--- config.mk ---
export PLATFORM = sky130hd
export DESIGN_NAME = uas_command_sequencer
export DESIGN_NICKNAME = d
export VERILOG_FILES = /design/src/design/ucs_pkg.sv /design/src/design/uas_command_sequencer.sv /design/src/design/ucs_ram.sv /design/src/design/ucs_useq.sv
export VERILOG_INCLUDE_DIRS = /design/src /design/src/design
export SDC_FILE = /design/constraint.sdc
export NUM_CORES = 1
export LEC_CHECK = 0
export ABC_AREA = 0
export BUFFER_PORTS_ARGS = -buffer_cell sky130_fd_sc_hd__clkbuf_2
export CAP_MARGIN = 5
export CORE_MARGIN = 2
export CORE_UTILIZATION = 63
export CTS_CLUSTER_SIZE = 14
export DETAILED_ROUTE_END_ITERATION = 7
export GPL_ROUTABILITY_DRIVEN = 0
export GPL_TIMING_DRIVEN = 0
export PLACE_DENSITY = 0.85
export SLEW_MARGIN = 20
export SYNTH_ARGS = -nofsm -noshare
export SYNTH_HDL_FRONTEND = slang
export SYNTH_SLANG_ARGS = --single-unit
--- constraint.sdc ---
create_clock -name aclk -period 9.55 [get_ports aclk]
set_input_delay 1.4325 -clock aclk [delete_from_list [all_inputs] [get_ports aclk]]
set_output_delay 1.4325 -clock aclk [all_outputs]
set_load 0.1 [all_outputs]
--- src/design/uas_command_sequencer_assert.svh ---
// assertion macros shared by the sequencer rtl
`ifndef UAS_COMMAND_SEQUENCER_ASSERT_SVH
`define UAS_COMMAND_SEQUENCER_ASSERT_SVH

// invariant checked on every clock outside reset
`define UCS_ASSERT_ALWAYS(label, expr, msg) \
    label: assert property (@(posedge aclk) disable iff (!aresetn) (expr)) else $error(msg);

// implication checked on every clock outside reset
`define UCS_ASSERT_IMPLY(label, ante, cons, msg) \
    label: assert property (@(posedge aclk) disable iff (!aresetn) (ante) |-> (cons)) \
        else $error(msg);

`endif

--- src/design/ucs_pkg.sv ---
package ucs_pkg;

    localparam int CDB_BYTES         = 16;
    localparam int CMD_IU_BYTES      = 32;
    localparam int MAX_STATUS_ROUNDS = 4;
    localparam int CDB_AW            = $clog2(CDB_BYTES);
    localparam int CNT_W             = $clog2(CMD_IU_BYTES);
    localparam int PC_W              = 4;
    localparam int RND_W             = 3;

    // item kinds
    localparam logic [2:0] FN_LOAD      = 3'd0;
    localparam logic [2:0] FN_START     = 3'd1;
    localparam logic [2:0] FN_CMD_SENT  = 3'd2;
    localparam logic [2:0] FN_STATUS_IU = 3'd3;
    localparam logic [2:0] FN_DATA_DONE = 3'd4;

    // command phases
    localparam logic [1:0] PH_IDLE   = 2'd0;
    localparam logic [1:0] PH_CMD    = 2'd1;
    localparam logic [1:0] PH_STATUS = 2'd2;
    localparam logic [1:0] PH_DATA   = 2'd3;

    // result actions
    localparam logic [2:0] AC_IU_BYTE  = 3'd0;
    localparam logic [2:0] AC_RD_STAT  = 3'd1;
    localparam logic [2:0] AC_DATA_IN  = 3'd2;
    localparam logic [2:0] AC_DATA_OUT = 3'd3;
    localparam logic [2:0] AC_FINISH   = 3'd4;

    // finish codes
    localparam logic [1:0] DC_GOOD  = 2'd0;
    localparam logic [1:0] DC_CHECK = 2'd1;
    localparam logic [1:0] DC_TERR  = 2'd2;

    // pipe outcomes
    localparam logic [1:0] XS_OK    = 2'd0;
    localparam logic [1:0] XS_ERROR = 2'd2;

    // iu identifiers and command iu layout
    localparam logic [7:0] IU_COMMAND     = 8'h01;
    localparam logic [7:0] IU_SENSE       = 8'h03;
    localparam logic [7:0] IU_READ_READY  = 8'h06;
    localparam logic [7:0] IU_WRITE_READY = 8'h07;
    localparam logic [CNT_W-1:0] POS_ID     = CNT_W'(0);
    localparam logic [CNT_W-1:0] POS_TAG_HI = CNT_W'(2);
    localparam logic [CNT_W-1:0] POS_TAG_LO = CNT_W'(3);
    localparam logic [CNT_W-1:0] POS_LUN    = CNT_W'(9);

    // microword emit field
    localparam logic [2:0] EM_NONE   = 3'd0;
    localparam logic [2:0] EM_IU     = 3'd1;
    localparam logic [2:0] EM_STATUS = 3'd2;
    localparam logic [2:0] EM_XFER   = 3'd3;
    localparam logic [2:0] EM_FINISH = 3'd4;

    // microword datapath op
    localparam logic [2:0] OP_NONE    = 3'd0;
    localparam logic [2:0] OP_INIT    = 3'd1;
    localparam logic [2:0] OP_CNT_INC = 3'd2;
    localparam logic [2:0] OP_ROUND   = 3'd3;
    localparam logic [2:0] OP_RESIDUE = 3'd4;

    // microword jump condition
    localparam logic [2:0] CD_NEVER      = 3'd0;
    localparam logic [2:0] CD_XS_NZ      = 3'd1;
    localparam logic [2:0] CD_XS_ERR     = 3'd2;
    localparam logic [2:0] CD_ID_SENSE   = 3'd3;
    localparam logic [2:0] CD_NOT_READY  = 3'd4;
    localparam logic [2:0] CD_LEN_ZERO   = 3'd5;
    localparam logic [2:0] CD_ROUNDS_MAX = 3'd6;
    localparam logic [2:0] CD_NOT_LAST   = 3'd7;

    // finish code source
    localparam logic CS_TERR  = 1'b0;
    localparam logic CS_SENSE = 1'b1;

    // microprogram addresses
    localparam logic [PC_W-1:0] UA_START     = 4'd0;
    localparam logic [PC_W-1:0] UA_IU_LOOP   = 4'd1;
    localparam logic [PC_W-1:0] UA_CMD_SENT  = 4'd2;
    localparam logic [PC_W-1:0] UA_CMD_OK    = 4'd3;
    localparam logic [PC_W-1:0] UA_STATUS    = 4'd4;
    localparam logic [PC_W-1:0] UA_ST_SENSE  = 4'd5;
    localparam logic [PC_W-1:0] UA_ST_READY  = 4'd6;
    localparam logic [PC_W-1:0] UA_ST_ROUND  = 4'd7;
    localparam logic [PC_W-1:0] UA_ST_XFER   = 4'd8;
    localparam logic [PC_W-1:0] UA_DATA_DONE = 4'd9;
    localparam logic [PC_W-1:0] UA_RESIDUE   = 4'd10;
    localparam logic [PC_W-1:0] UA_NEXT_RND  = 4'd11;
    localparam logic [PC_W-1:0] UA_RD_STAT   = 4'd12;
    localparam logic [PC_W-1:0] UA_FIN_TERR  = 4'd13;
    localparam logic [PC_W-1:0] UA_FIN_SENSE = 4'd14;

    typedef struct packed {
        logic [2:0]      cond;
        logic [PC_W-1:0] target;
        logic [2:0]      emit;
        logic            csel;
        logic            ph_wr;
        logic [1:0]      ph_val;
        logic [2:0]      op;
        logic            fin;
    } uword_t;

    typedef struct packed {
        logic xs_nz;
        logic xs_err;
        logic id_sense;
        logic id_ready;
        logic len_zero;
        logic rounds_max;
        logic cnt_last;
        logic out_free;
    } flags_t;

    typedef struct packed {
        logic   exec;
        uword_t uw;
    } ctl_t;

    typedef struct packed {
        logic            hit;
        logic [PC_W-1:0] entry;
    } disp_t;

    function automatic uword_t mk(input logic [2:0] cond, input logic [PC_W-1:0] target,
                                  input logic [2:0] emit, input logic csel,
                                  input logic ph_wr, input logic [1:0] ph_val,
                                  input logic [2:0] op, input logic fin);
        uword_t w;
        w.cond   = cond;
        w.target = target;
        w.emit   = emit;
        w.csel   = csel;
        w.ph_wr  = ph_wr;
        w.ph_val = ph_val;
        w.op     = op;
        w.fin    = fin;
        return w;
    endfunction

    function automatic uword_t ucode_rom(input logic [PC_W-1:0] pc);
        uword_t w;
        unique case (pc)
            UA_START:     w = mk(CD_NEVER, UA_START, EM_NONE, CS_TERR, 1'b1, PH_CMD,
                                 OP_INIT, 1'b0);
            UA_IU_LOOP:   w = mk(CD_NOT_LAST, UA_IU_LOOP, EM_IU, CS_TERR, 1'b0, PH_CMD,
                                 OP_CNT_INC, 1'b1);
            UA_CMD_SENT:  w = mk(CD_XS_NZ, UA_FIN_TERR, EM_NONE, CS_TERR, 1'b0, PH_CMD,
                                 OP_NONE, 1'b0);
            UA_CMD_OK:    w = mk(CD_NEVER, UA_START, EM_STATUS, CS_TERR, 1'b1, PH_STATUS,
                                 OP_NONE, 1'b1);
            UA_STATUS:    w = mk(CD_XS_ERR, UA_FIN_TERR, EM_NONE, CS_TERR, 1'b0, PH_STATUS,
                                 OP_NONE, 1'b0);
            UA_ST_SENSE:  w = mk(CD_ID_SENSE, UA_FIN_SENSE, EM_NONE, CS_TERR, 1'b0, PH_STATUS,
                                 OP_NONE, 1'b0);
            UA_ST_READY:  w = mk(CD_NOT_READY, UA_FIN_TERR, EM_NONE, CS_TERR, 1'b0, PH_STATUS,
                                 OP_NONE, 1'b0);
            UA_ST_ROUND:  w = mk(CD_LEN_ZERO, UA_NEXT_RND, EM_NONE, CS_TERR, 1'b0, PH_STATUS,
                                 OP_ROUND, 1'b0);
            UA_ST_XFER:   w = mk(CD_NEVER, UA_START, EM_XFER, CS_TERR, 1'b1, PH_DATA,
                                 OP_NONE, 1'b1);
            UA_DATA_DONE: w = mk(CD_XS_ERR, UA_FIN_TERR, EM_NONE, CS_TERR, 1'b0, PH_DATA,
                                 OP_NONE, 1'b0);
            UA_RESIDUE:   w = mk(CD_NEVER, UA_START, EM_NONE, CS_TERR, 1'b0, PH_DATA,
                                 OP_RESIDUE, 1'b0);
            UA_NEXT_RND:  w = mk(CD_ROUNDS_MAX, UA_FIN_TERR, EM_NONE, CS_TERR, 1'b0, PH_DATA,
                                 OP_NONE, 1'b0);
            UA_RD_STAT:   w = mk(CD_NEVER, UA_START, EM_STATUS, CS_TERR, 1'b1, PH_STATUS,
                                 OP_NONE, 1'b1);
            UA_FIN_TERR:  w = mk(CD_NEVER, UA_START, EM_FINISH, CS_TERR, 1'b1, PH_IDLE,
                                 OP_NONE, 1'b1);
            UA_FIN_SENSE: w = mk(CD_NEVER, UA_START, EM_FINISH, CS_SENSE, 1'b1, PH_IDLE,
                                 OP_NONE, 1'b1);
            default:      w = mk(CD_NEVER, UA_START, EM_NONE, CS_TERR, 1'b0, PH_IDLE,
                                 OP_NONE, 1'b1);
        endcase
        return w;
    endfunction

    // entry point for an item, or no hit when the item is ignored
    function automatic disp_t dispatch(input logic [2:0] func, input logic [1:0] phase);
        disp_t d;
        d.hit   = 1'b0;
        d.entry = UA_START;
        if (func == FN_START && phase == PH_IDLE) begin
            d.hit = 1'b1;
            d.entry = UA_START;
        end else if (func == FN_CMD_SENT && phase == PH_CMD) begin
            d.hit = 1'b1;
            d.entry = UA_CMD_SENT;
        end else if (func == FN_STATUS_IU && phase == PH_STATUS) begin
            d.hit = 1'b1;
            d.entry = UA_STATUS;
        end else if (func == FN_DATA_DONE && phase == PH_DATA) begin
            d.hit = 1'b1;
            d.entry = UA_DATA_DONE;
        end
        return d;
    endfunction

endpackage

--- src/design/uas_command_sequencer.sv ---
// host side transport of stream-less usb attached scsi, one command at a time
//
// input channel s_*: one item per event; s_tuser carries the item kind, s_tdata its
// fields. loads fill the 16-byte cdb store, a start builds and sends the 32-byte
// command iu, later items report pipe and status iu outcomes. items that do not
// fit the current command phase are taken and dropped without a result.
// result channel m_*: command iu bytes, status read and data transfer requests,
// and the finish item with done code and residue; m_tlast marks the final item
// of each run (byte 31 of the iu, or the single result of any other item).
// items: a load or a dropped item is taken without starting the microprogram; a start
// runs 33 steps with s_tready low (1 setup step, then one iu byte per cycle while the
// receiver keeps up); other items run 2 to 6 microprogram steps after the accepting
// cycle. the step counter walks the control rom, one step a cycle unless stalled.
// output: the first result shows on m_* in the cycle after the step that makes it.
// s_tready is low while a microprogram runs. a stalled receiver holds the
// emitting step until the output register drains; nothing is lost.
// reset: phase idle, tag, round count, length and residue cleared; the cdb
// store is not cleared and must be loaded before use.
module uas_command_sequencer #(
    parameter int MAX_ROUNDS = ucs_pkg::MAX_STATUS_ROUNDS
) (
    input  logic         aclk,
    input  logic         aresetn,
    // input items
    input  logic         s_tvalid,
    output logic         s_tready,
    // cdb_index, cdb_byte, lun, cdb_len, exp_len, xfer_status, iu_id,
    // scsi_status, actual_len, zero fill
    input  logic [111:0] s_tdata,
    // func
    input  logic [2:0]   s_tuser,
    // result items
    output logic         m_tvalid,
    input  logic         m_tready,
    // action, iu_byte, xfer_len, done_code, residue, zero fill
    output logic [79:0]  m_tdata,
    output logic         m_tlast
);

    // unpacked input fields
    logic [2:0]  in_func;
    logic [3:0]  in_cdb_index;
    logic [7:0]  in_cdb_byte;
    logic [7:0]  in_lun;
    logic [7:0]  in_cdb_len;
    logic [31:0] in_exp_len;
    logic [1:0]  in_xfer_status;
    logic [7:0]  in_iu_id;
    logic [7:0]  in_scsi_status;
    logic [31:0] in_actual_len;

    assign in_func        = s_tuser;
    assign in_cdb_index   = s_tdata[3:0];
    assign in_cdb_byte    = s_tdata[11:4];
    assign in_lun         = s_tdata[19:12];
    assign in_cdb_len     = s_tdata[27:20];
    assign in_exp_len     = s_tdata[59:28];
    assign in_xfer_status = s_tdata[61:60];
    assign in_iu_id       = s_tdata[69:62];
    assign in_scsi_status = s_tdata[77:70];
    assign in_actual_len  = s_tdata[109:78];

    logic                 s_acc;
    logic                 busy;
    ucs_pkg::disp_t       disp;
    ucs_pkg::flags_t      flags;
    ucs_pkg::ctl_t        ctl;
    logic                 cdb_we;
    logic [7:0]           cdb_rdata;

    // command state
    logic [1:0]                  phase_reg, phase_next;
    logic [15:0]                 tag_reg, tag_next;
    logic [ucs_pkg::RND_W-1:0]   rounds_reg, rounds_next;
    logic [31:0]                 slen_reg, slen_next;
    logic [31:0]                 sres_reg, sres_next;
    logic [ucs_pkg::CNT_W-1:0]   cnt_reg, cnt_next;

    // item operands held for the microprogram
    logic [1:0]  xs_reg;
    logic [7:0]  id_reg;
    logic [7:0]  sstat_reg;
    logic [31:0] alen_reg;
    logic [7:0]  lun_reg;
    logic [7:0]  clen_reg;
    logic [31:0] dlen_reg;

    // output register
    logic        m_valid_reg, m_valid_next;
    logic [79:0] m_data_reg, m_data_next;
    logic        m_last_reg, m_last_next;

    logic [7:0]  iu_byte;
    logic [15:0] tag_inc;

    assign s_tready = !busy;
    assign s_acc    = s_tvalid && s_tready;
    assign disp     = ucs_pkg::dispatch(in_func, phase_reg);
    assign cdb_we   = s_acc && in_func == ucs_pkg::FN_LOAD && phase_reg == ucs_pkg::PH_IDLE;

    // microprogram control: step counter, control rom and jump logic
    ucs_useq u_useq (
        .aclk    (aclk),
        .aresetn (aresetn),
        .start   (s_acc && disp.hit),
        .entry   (disp.entry),
        .flags   (flags),
        .busy    (busy),
        .ctl     (ctl)
    );

    // cdb store, read address follows the next byte position
    ucs_ram #(
        .WIDTH (8),
        .DEPTH (ucs_pkg::CDB_BYTES)
    ) u_cdb_ram (
        .aclk  (aclk),
        .we    (cdb_we),
        .waddr (in_cdb_index),
        .wdata (in_cdb_byte),
        .raddr (cnt_next[ucs_pkg::CDB_AW-1:0]),
        .rdata (cdb_rdata)
    );

    // condition flags for the jump logic
    assign flags.xs_nz      = xs_reg != ucs_pkg::XS_OK;
    assign flags.xs_err     = xs_reg >= ucs_pkg::XS_ERROR;
    assign flags.id_sense   = id_reg == ucs_pkg::IU_SENSE;
    assign flags.id_ready   = id_reg == ucs_pkg::IU_READ_READY ||
                              id_reg == ucs_pkg::IU_WRITE_READY;
    assign flags.len_zero   = slen_reg == 32'd0;
    assign flags.rounds_max = rounds_reg >= ucs_pkg::RND_W'(MAX_ROUNDS);
    assign flags.cnt_last   = cnt_reg == ucs_pkg::CNT_W'(ucs_pkg::CMD_IU_BYTES - 1);
    assign flags.out_free   = !m_valid_reg || m_tready;

    // tag advances and skips zero
    assign tag_inc = (tag_reg == 16'hFFFF) ? 16'd1 : tag_reg + 16'd1;

    // command iu byte at the current position; cdb region starts at byte 16
    always_comb begin
        if (cnt_reg == ucs_pkg::POS_ID) begin
            iu_byte = ucs_pkg::IU_COMMAND;
        end else if (cnt_reg == ucs_pkg::POS_TAG_HI) begin
            iu_byte = tag_reg[15:8];
        end else if (cnt_reg == ucs_pkg::POS_TAG_LO) begin
            iu_byte = tag_reg[7:0];
        end else if (cnt_reg == ucs_pkg::POS_LUN) begin
            iu_byte = lun_reg;
        end else if (cnt_reg[ucs_pkg::CNT_W-1] &&
                     clen_reg > {4'd0, cnt_reg[ucs_pkg::CDB_AW-1:0]}) begin
            iu_byte = cdb_rdata;
        end else begin
            iu_byte = 8'd0;
        end
    end

    // datapath ops driven by the current microword
    always_comb begin
        phase_next  = phase_reg;
        tag_next    = tag_reg;
        rounds_next = rounds_reg;
        slen_next   = slen_reg;
        sres_next   = sres_reg;
        cnt_next    = cnt_reg;
        if (s_acc) begin
            cnt_next = '0;
        end else if (ctl.exec) begin
            if (ctl.uw.ph_wr) begin
                phase_next = ctl.uw.ph_val;
            end
            unique case (ctl.uw.op)
                ucs_pkg::OP_INIT: begin
                    tag_next    = tag_inc;
                    slen_next   = dlen_reg;
                    sres_next   = '0;
                    rounds_next = '0;
                end
                ucs_pkg::OP_CNT_INC: cnt_next = cnt_reg + ucs_pkg::CNT_W'(1);
                ucs_pkg::OP_ROUND:   rounds_next = rounds_reg + ucs_pkg::RND_W'(1);
                ucs_pkg::OP_RESIDUE: sres_next = (slen_reg > alen_reg) ?
                                                 slen_reg - alen_reg : 32'd0;
                default: ;
            endcase
        end
    end

    // result assembly into the output register
    always_comb begin
        m_valid_next = m_valid_reg;
        m_data_next  = m_data_reg;
        m_last_next  = m_last_reg;
        if (ctl.exec && ctl.uw.emit != ucs_pkg::EM_NONE) begin
            m_valid_next = 1'b1;
            m_last_next  = 1'b1;
            m_data_next  = '0;
            unique case (ctl.uw.emit)
                ucs_pkg::EM_IU: begin
                    m_data_next[2:0]  = ucs_pkg::AC_IU_BYTE;
                    m_data_next[10:3] = iu_byte;
                    m_last_next       = flags.cnt_last;
                end
                ucs_pkg::EM_STATUS: m_data_next[2:0] = ucs_pkg::AC_RD_STAT;
                ucs_pkg::EM_XFER: begin
                    m_data_next[2:0]   = (id_reg == ucs_pkg::IU_READ_READY) ?
                                         ucs_pkg::AC_DATA_IN : ucs_pkg::AC_DATA_OUT;
                    m_data_next[42:11] = slen_reg;
                end
                ucs_pkg::EM_FINISH: begin
                    m_data_next[2:0]   = ucs_pkg::AC_FINISH;
                    m_data_next[44:43] = (ctl.uw.csel == ucs_pkg::CS_TERR) ?
                                         ucs_pkg::DC_TERR :
                                         (sstat_reg == 8'd0) ? ucs_pkg::DC_GOOD :
                                                               ucs_pkg::DC_CHECK;
                    m_data_next[76:45] = sres_reg;
                end
                default: m_valid_next = 1'b0;
            endcase
        end else if (m_tready) begin
            m_valid_next = 1'b0;
        end
    end

    always_ff @(posedge aclk) begin
        if (!aresetn) begin
            phase_reg   <= ucs_pkg::PH_IDLE;
            tag_reg     <= '0;
            rounds_reg  <= '0;
            slen_reg    <= '0;
            sres_reg    <= '0;
            cnt_reg     <= '0;
            m_valid_reg <= 1'b0;
        end else begin
            phase_reg   <= phase_next;
            tag_reg     <= tag_next;
            rounds_reg  <= rounds_next;
            slen_reg    <= slen_next;
            sres_reg    <= sres_next;
            cnt_reg     <= cnt_next;
            m_valid_reg <= m_valid_next;
        end
    end

    // operand capture and output payload, no reset needed
    always_ff @(posedge aclk) begin
        if (s_acc) begin
            xs_reg    <= in_xfer_status;
            id_reg    <= in_iu_id;
            sstat_reg <= in_scsi_status;
            alen_reg  <= in_actual_len;
            lun_reg   <= in_lun;
            clen_reg  <= in_cdb_len;
            dlen_reg  <= in_exp_len;
        end
        m_data_reg <= m_data_next;
        m_last_reg <= m_last_next;
    end

    assign m_tvalid = m_valid_reg;
    assign m_tdata  = m_data_reg;
    assign m_tlast  = m_last_reg;

    `include "uas_command_sequencer_assert.svh"

    // data phase is only reached with a nonzero expected length
    `UCS_ASSERT_IMPLY(a_data_len, phase_reg == ucs_pkg::PH_DATA, slen_reg != 32'd0, "data phase with zero length")
    // round count never passes the limit
    `UCS_ASSERT_ALWAYS(a_rounds, rounds_reg <= ucs_pkg::RND_W'(MAX_ROUNDS), "round count past limit")
    // an active command always carries a nonzero tag
    `UCS_ASSERT_IMPLY(a_tag, phase_reg != ucs_pkg::PH_IDLE, tag_reg != 16'd0, "zero tag in active command")
    // a finish result always closes its run
    `UCS_ASSERT_IMPLY(a_fin_last, m_valid_reg && m_data_reg[2:0] == ucs_pkg::AC_FINISH, m_last_reg, "finish without last")

endmodule

--- src/design/ucs_ram.sv ---
module ucs_ram #(
    parameter int WIDTH = 8,
    parameter int DEPTH = ucs_pkg::CDB_BYTES
) (
    input  logic                     aclk,
    input  logic                     we,
    input  logic [$clog2(DEPTH)-1:0] waddr,
    input  logic [WIDTH-1:0]         wdata,
    input  logic [$clog2(DEPTH)-1:0] raddr,
    output logic [WIDTH-1:0]         rdata
);

    logic [WIDTH-1:0] mem [DEPTH];
    logic [WIDTH-1:0] rdata_reg;

    always_ff @(posedge aclk) begin
        if (we) begin
            mem[waddr] <= wdata;
        end
        rdata_reg <= mem[raddr];
    end

    assign rdata = rdata_reg;

endmodule

--- src/design/ucs_useq.sv ---
module ucs_useq (
    input  logic                       aclk,
    input  logic                       aresetn,
    input  logic                       start,
    input  logic [ucs_pkg::PC_W-1:0]   entry,
    input  ucs_pkg::flags_t            flags,
    output logic                       busy,
    output ucs_pkg::ctl_t              ctl
);

    logic                     busy_reg, busy_next;
    logic [ucs_pkg::PC_W-1:0] pc_reg, pc_next;
    ucs_pkg::uword_t          uw;
    logic                     exec;
    logic                     taken;

    assign uw = ucs_pkg::ucode_rom(pc_reg);

    // a step that emits waits for the output register
    assign exec = busy_reg && (uw.emit == ucs_pkg::EM_NONE || flags.out_free);

    always_comb begin
        unique case (uw.cond)
            ucs_pkg::CD_NEVER:      taken = 1'b0;
            ucs_pkg::CD_XS_NZ:      taken = flags.xs_nz;
            ucs_pkg::CD_XS_ERR:     taken = flags.xs_err;
            ucs_pkg::CD_ID_SENSE:   taken = flags.id_sense;
            ucs_pkg::CD_NOT_READY:  taken = !flags.id_ready;
            ucs_pkg::CD_LEN_ZERO:   taken = flags.len_zero;
            ucs_pkg::CD_ROUNDS_MAX: taken = flags.rounds_max;
            ucs_pkg::CD_NOT_LAST:   taken = !flags.cnt_last;
            default:                taken = 1'b0;
        endcase
    end

    always_comb begin
        busy_next = busy_reg;
        pc_next   = pc_reg;
        if (start) begin
            busy_next = 1'b1;
            pc_next   = entry;
        end else if (exec) begin
            if (taken) begin
                pc_next = uw.target;
            end else if (uw.fin) begin
                busy_next = 1'b0;
            end else begin
                pc_next = pc_reg + ucs_pkg::PC_W'(1);
            end
        end
    end

    always_ff @(posedge aclk) begin
        if (!aresetn) begin
            busy_reg <= 1'b0;
            pc_reg   <= ucs_pkg::UA_START;
        end else begin
            busy_reg <= busy_next;
            pc_reg   <= pc_next;
        end
    end

    assign busy     = busy_reg;
    assign ctl.exec = exec;
    assign ctl.uw   = uw;

endmodule
Word level (Yosys, flattened, before mapping) --
Memories as Yosys holds them, arrays and structs flattened. A register that Yosys moved wholly into a read port is not among the register bits. Cells that the tools add are included.
Storage, ports and cells: logic and storage cells 149, bits in read-only memories 288, output and inout port bits 83, memories kept 2, input port bits 119, register bits after elaboration 272, RAM bits 128
Memories:
- (no name shown) | words 16, width 18, rd ports 1, clocked after Yosys merged registers in 1, write ports 0, line ucs_pkg.sv:145 | unique case (pc)
- u_cdb_ram.mem | words 16, width 8, rd ports 1, clocked after Yosys merged registers in 1, write ports 1, line ucs_ram.sv:13 | logic [WIDTH-1:0] mem [DEPTH];
Operators by class: add/subtract/negate cells 5, reduce and logical (&&, ||, !) cells 43, order comparisons 4, equal/unequal tests 32, mux-type cells 36, bitwise logic cells 3
Operators with widths (count):
- $pmux 32 s2 | 1
- $mux 4 | 9
- $gt 32x32->1 | 1
- $logic_not 32->1 | 1
- $mux 32 | 1
- $mux 8 | 4
- $sub 32x32->32 | 1
- $eq 3x2->1 const B | 8
- $eq 3x3->1 const B | 7
- $mux 5 | 4
- $add 16x1->16 const B | 1
- $eq 16x16->1 const B | 1
- $eq 8x3->1 const B | 2
- $mux 16 | 1
- $reduce_and 3->1 | 5
- $eq 3x1->1 const B | 4
- $mux 1 | 12
- $reduce_bool 2->1 | 6
- $logic_and 1x1->1 | 11
- $eq 5x2->1 const B | 2
- $logic_not 3->1 | 3
- $pmux 3 s3 | 1
- $eq 8x2->1 const B | 1
- $gt 8x4->1 | 1
- other kinds (24) | 35

Longest topological paths before layout --
word-level depth 11, mapped depth 14, depth with buffers taken out 14

Hierarchy --
From an unflattened synthesis, not the netlist that was laid out.
Unflattened totals: cell total of the unflattened synthesis 1394, area, all modules 18113.6 µm²
By module, submodules not included:
- uas_command_sequencer | sequential area each 7106.8 µm², area an instance 11661.2 µm², instances 1, cells an instance 1030
- ucs_ram | sequential area each 4003.8 µm², area an instance 5147.4 µm², instances 1, cells an instance 229
- ucs_useq | sequential area each 460.4 µm², area an instance 1305.0 µm², instances 1, cells an instance 135

Worst setup path after synthesis --
OpenSTA, ideal clock, no wires.
path type in2reg, start point in m_tready, end point reg m_data_reg[0] (netlist: m_tdata[0]), enable pin, stages 3, data arrival time 5.184 ns, path buffers 0, slack 3.851 ns, setup time 0.515 ns, data required time 9.035 ns, cells stage by stage nand2b_1 -> o21ai_1 -> nor2_1
Between the ends: word-level cells in the longest chain between the ends 4
Ends and longest elaborated chain:
- start: declaration | line uas_command_sequencer.sv:34 | input logic m_tready,
- $logic_or 1x1->1 | line uas_command_sequencer.sv:134 | assign flags.out_free = !m_valid_reg || m_tready;
- $logic_or 1x1->1 | line ucs_useq.sv:20 | assign exec = busy_reg && (uw.emit == ucs_pkg::EM_NONE || flags.out_free);
- $logic_and 1x1->1 | line ucs_useq.sv:20
- $logic_and 1x1->1 | line uas_command_sequencer.sv:192 | if (ctl.exec && ctl.uw.emit != ucs_pkg::EM_NONE) begin
- end signal: assignment | line uas_command_sequencer.sv:254 | m_data_reg <= m_data_next;
- end: declaration | line uas_command_sequencer.sv:90 | logic [79:0] m_data_reg, m_data_next;
No other way between the ends. A chain may end at the register's enable or synchronous reset.

Final worst setup path --
start point in s_tvalid, end point reg u_cdb_ram.rdata_reg[2] (netlist: u_cdb_ram.rdata[2]) (read register of u_cdb_ram.mem)
Between the ends: word-level cells in the longest chain between the ends 2
Ends and longest elaborated chain:
- start: declaration | line uas_command_sequencer.sv:25 | input logic s_tvalid,
- $logic_and 1x1->1 | line uas_command_sequencer.sv:97 | assign s_acc = s_tvalid && s_tready;
- via s_acc | line uas_command_sequencer.sv:63 | logic s_acc;
- $mux 4 | line uas_command_sequencer.sv:165 | if (s_acc) begin
- end: declaration | line ucs_ram.sv:14 | logic [WIDTH-1:0] rdata_reg;
The timed path passes the listed nets, and every way through them passes these cells.

==> qor.txt <==
Die Ht: 174 um
CP Data Arrival Time: 4.38 ns
EDFF count, synth: 304
First-pass iteration count of the detailed router: 5
Setup TNS: 0 ns
Worst reg-to-reg setup slack: 5.95 ns
Most common cell after layout, fill and taps aside: edfxtp_1
Outcome: finished, final reports clean
Die ar.: 0.0302 mm2
Skew-Pair Late Insertion Delay: 0.54 ns
Row Count: 62
Final nets: 1912
Pins Over Slew Limit: 0
Setup CP Type: primary input to flip-flop
Non-filler cells, final: 2161
Max Fclk: 256 MHz
Boundary pin count: 202
Clock Path Buffers: 3
Routed Wire Length: 44400 um
Proportion of layout cells with a drive suffix above 1: 0.177
Reg-to-reg endpoint: u_useq.uw[5]$_DFF_P_
Post-synthesis adder-cell area fraction: 0.0362
Crit end category: flip-flop
Total track usage: 0.291
Largest net degree at the start of global routing: 59
VDD IR max: 0.160 mV
Vias in the first global route: 12786
R2R Path Start: cnt_reg[0]$_SDFF_PN0_
Root Buffer: clkbuf_16
P&R area growth vs syn: 16.7%
Mux cell area share after synthesis: 0.0333
Reg2reg path depth: 12
Sequential cell area fraction in the yosys report: 0.637
Most frequent cells in the layout: edfxtp_1 (304), clkbuf_2 (198), nand2_1 (139)
Htree depth: 2
Number of setup buffers added after CTS: 0
Ys flop type: edfxtp_1
Die Width: 174 um
P_sw: 887 uW
Initial antenna violation count: 2
Pwr dens: 188 mW/mm2
Routed vias: 13049
Critical path peak fanout: 58
Xor/xnor cell area share of the yosys netlist: 0.0193
Number of vias per cell: 6.04
Fin crit share: 0.409
Cell Area, Synth: 0.0182 mm2
Complex-gate fraction of the synthesized area: 0.114
Max_slew headroom: 0.353
Max reg flops: 128
Seq pwr share: 0.516
Clock transition at path regs: 0.06 ns
Unique masters post-synth: 83
Post-Syn Area per Cell: 12.2 um2
Most flop-heavy register: u_cdb_ram.mem
Tightest Pin Transition: 0.958 ns
Post-Synthesis Cells: 1494
Core ar.: 0.0285 mm2
Starting Density: 0.636
RSZ-0062 raised after global routing: no
Final hold viol count: 0
Crit path launch type: primary input
Largest family of logic cells by synthesized area: simple AND/OR/NAND/NOR gates
Drt wl/cell: 20.5 um
Asr flop ratio synth: 0
CTS Hold Buffers Added: 0
Hold crit path type: flip-flop to flip-flop
Post-route ant nets: 0
Initial detailed-routing violation count: 1383
Placed cell count: 2080
Max_cap viols: 0
Post-Synth Simple-Gate Area: 0.127
Num CTS Buffers: 43
Min Tclk post-route: 3.90 ns
Logic pwr share: 0.065
Clock Sinks: 426
First-pass GRT wire length: 68100 um
Internal: 3090 uW
TritonCTS clock tree: built
Post-CTS resize count: 0
Total gr overflow: 0
Clock power frac: 0.420
Hpwl dp: 31400 um
Fin Clk Skew: 0.0221 ns
CP Data Required Time: 10.03 ns
Yosys warning count: 0
Drt drc: 0
CP Launch Point: s_tvalid
Final setup vio count: 0
LEAKAGE: 0.00805 uW
Yosys reg bits: 426
PortBufs: 196
Switch share: 0.223
CP endpoint: u_cdb_ram.rdata[2]$_DFF_P_
[critical path, stage by stage]
cell and delay (ns):
clkbuf_2 0.09, nand2b_1 0.05, clkbuf_1 0.27, inv_6 0.45
buf_16 0.34, nor3_1 0.08, a22o_1 0.28, clkbuf_1 0.29
a221oi_1 0.73, a22oi_1 0.18, nand2_1 0.15
[synth_stat cells (6+ instances only)]
| master | instances | area share |
|---|---|---|
| a221oi_1 | 22 | 0.011 |
| o21ai_0 | 65 | 0.018 |
| xnor2_1 | 22 | 0.011 |
| a21o_1 | 7 | 0.0029 |
| and3_1 | 46 | 0.016 |
| o21a_1 | 11 | 0.0045 |
| a211oi_1 | 22 | 0.0091 |
| o31ai_1 | 6 | 0.0025 |
| a22oi_1 | 19 | 0.0079 |
| inv_1 | 74 | 0.015 |
| nand3_1 | 25 | 0.0069 |
| and2_1 | 36 | 0.012 |
| nand2_1 | 139 | 0.029 |
| nor3_1 | 26 | 0.0072 |
| dfxtp_1 | 122 | 0.13 |
| a21oi_1 | 103 | 0.028 |
| buf_2 | 11 | 0.0030 |
| a31oi_1 | 8 | 0.0028 |
| ha_1 | 51 | 0.035 |
| nor2_1 | 96 | 0.020 |
| o211ai_1 | 8 | 0.0033 |
| nor2b_1 | 27 | 0.0093 |
| mux2i_1 | 56 | 0.031 |
| xor2_1 | 18 | 0.0087 |
| edfxtp_1 | 304 | 0.50 |
| nand2b_1 | 11 | 0.0038 |
| clkbuf_1 | 32 | 0.0066 |
| nand4_1 | 11 | 0.0038 |
| nor4_1 | 16 | 0.0055 |
[cell families (layout without fill, tap and decap cells)]
family          Yosys count  in the layout
simple gates            463            463
flops                   426            426
compound gates          321            321
buf+inv                 132            411
mux                      59             59
fa+ha+maj                52             52
xor+xnor                 40             40
other cells               1              5
[through the flow]
stage,power [uW],utilization,hold WS (ns),cell area [um2],worst slack (ns)
after floorplan,2240,-,0.411,18200,3.85
after global placement,2330,0.688,0.429,19600,2.18
after detailed placement,2340,0.692,0.437,19800,5.05
after CTS,3990,0.742,0.450,21200,5.57
after global routing,4080,0.742,0.470,21200,5.53
final,3980,0.742,0.444,21200,5.65
[worst min-delay path by stage]
stage / start / to / slack, ns / cells after the start
3_3_place_gp: sres_reg[27]$_SDFFE_PN0P_ / sres_reg[27]$_SDFFE_PN0P_ / 0.43 / 2
5_1_grt: sres_reg[18]$_SDFFE_PN0P_ / sres_reg[18]$_SDFFE_PN0P_ / 0.47 / 2
4_1_cts: sres_reg[18]$_SDFFE_PN0P_ / sres_reg[18]$_SDFFE_PN0P_ / 0.45 / 2
3_5_place_dp: sres_reg[18]$_SDFFE_PN0P_ / sres_reg[18]$_SDFFE_PN0P_ / 0.44 / 2
2_1_floorplan: sres_reg[21]$_SDFFE_PN0P_ / sres_reg[21]$_SDFFE_PN0P_ / 0.41 / 2
6_report: sres_reg[22]$_SDFFE_PN0P_ / sres_reg[22]$_SDFFE_PN0P_ / 0.44 / 2
[layer usage]
layer / global-route usage / vias up / routed length (um)
met1: 0.348 / 6239 / 16300
met5: 0 / - / 0
met2: 0.518 / 662 / 22600
li1: - / 6009 / -
met3: 0.0465 / 139 / 3420
met4: 0.131 / 0 / 2040
[power by group through the flow]
stage | combinational (uW) | clock, uW | sequential, uW
floorplan | 143 | 0 | 2100
global placement | 236 | 0 | 2090
detailed placement | 249 | 0 | 2090
CTS | 254 | 1680 | 2050
global route | 279 | 1750 | 2050
finish | 258 | 1670 | 2050
[layout make-up]
type	instances	area, um2
Sequential cell	426	11600
Tap cell	384	480
Timing Repair Buffer	200	1080
Fill cell	1847	7350
Clock buffer	54	1180
Clock inverter	25	236
Buffer	57	303
Antenna cell	2	5.00
Inverter	75	287
Multi-Input combinational cell	938	6050
No activity file was read; power rests on OpenSTA's default activity.
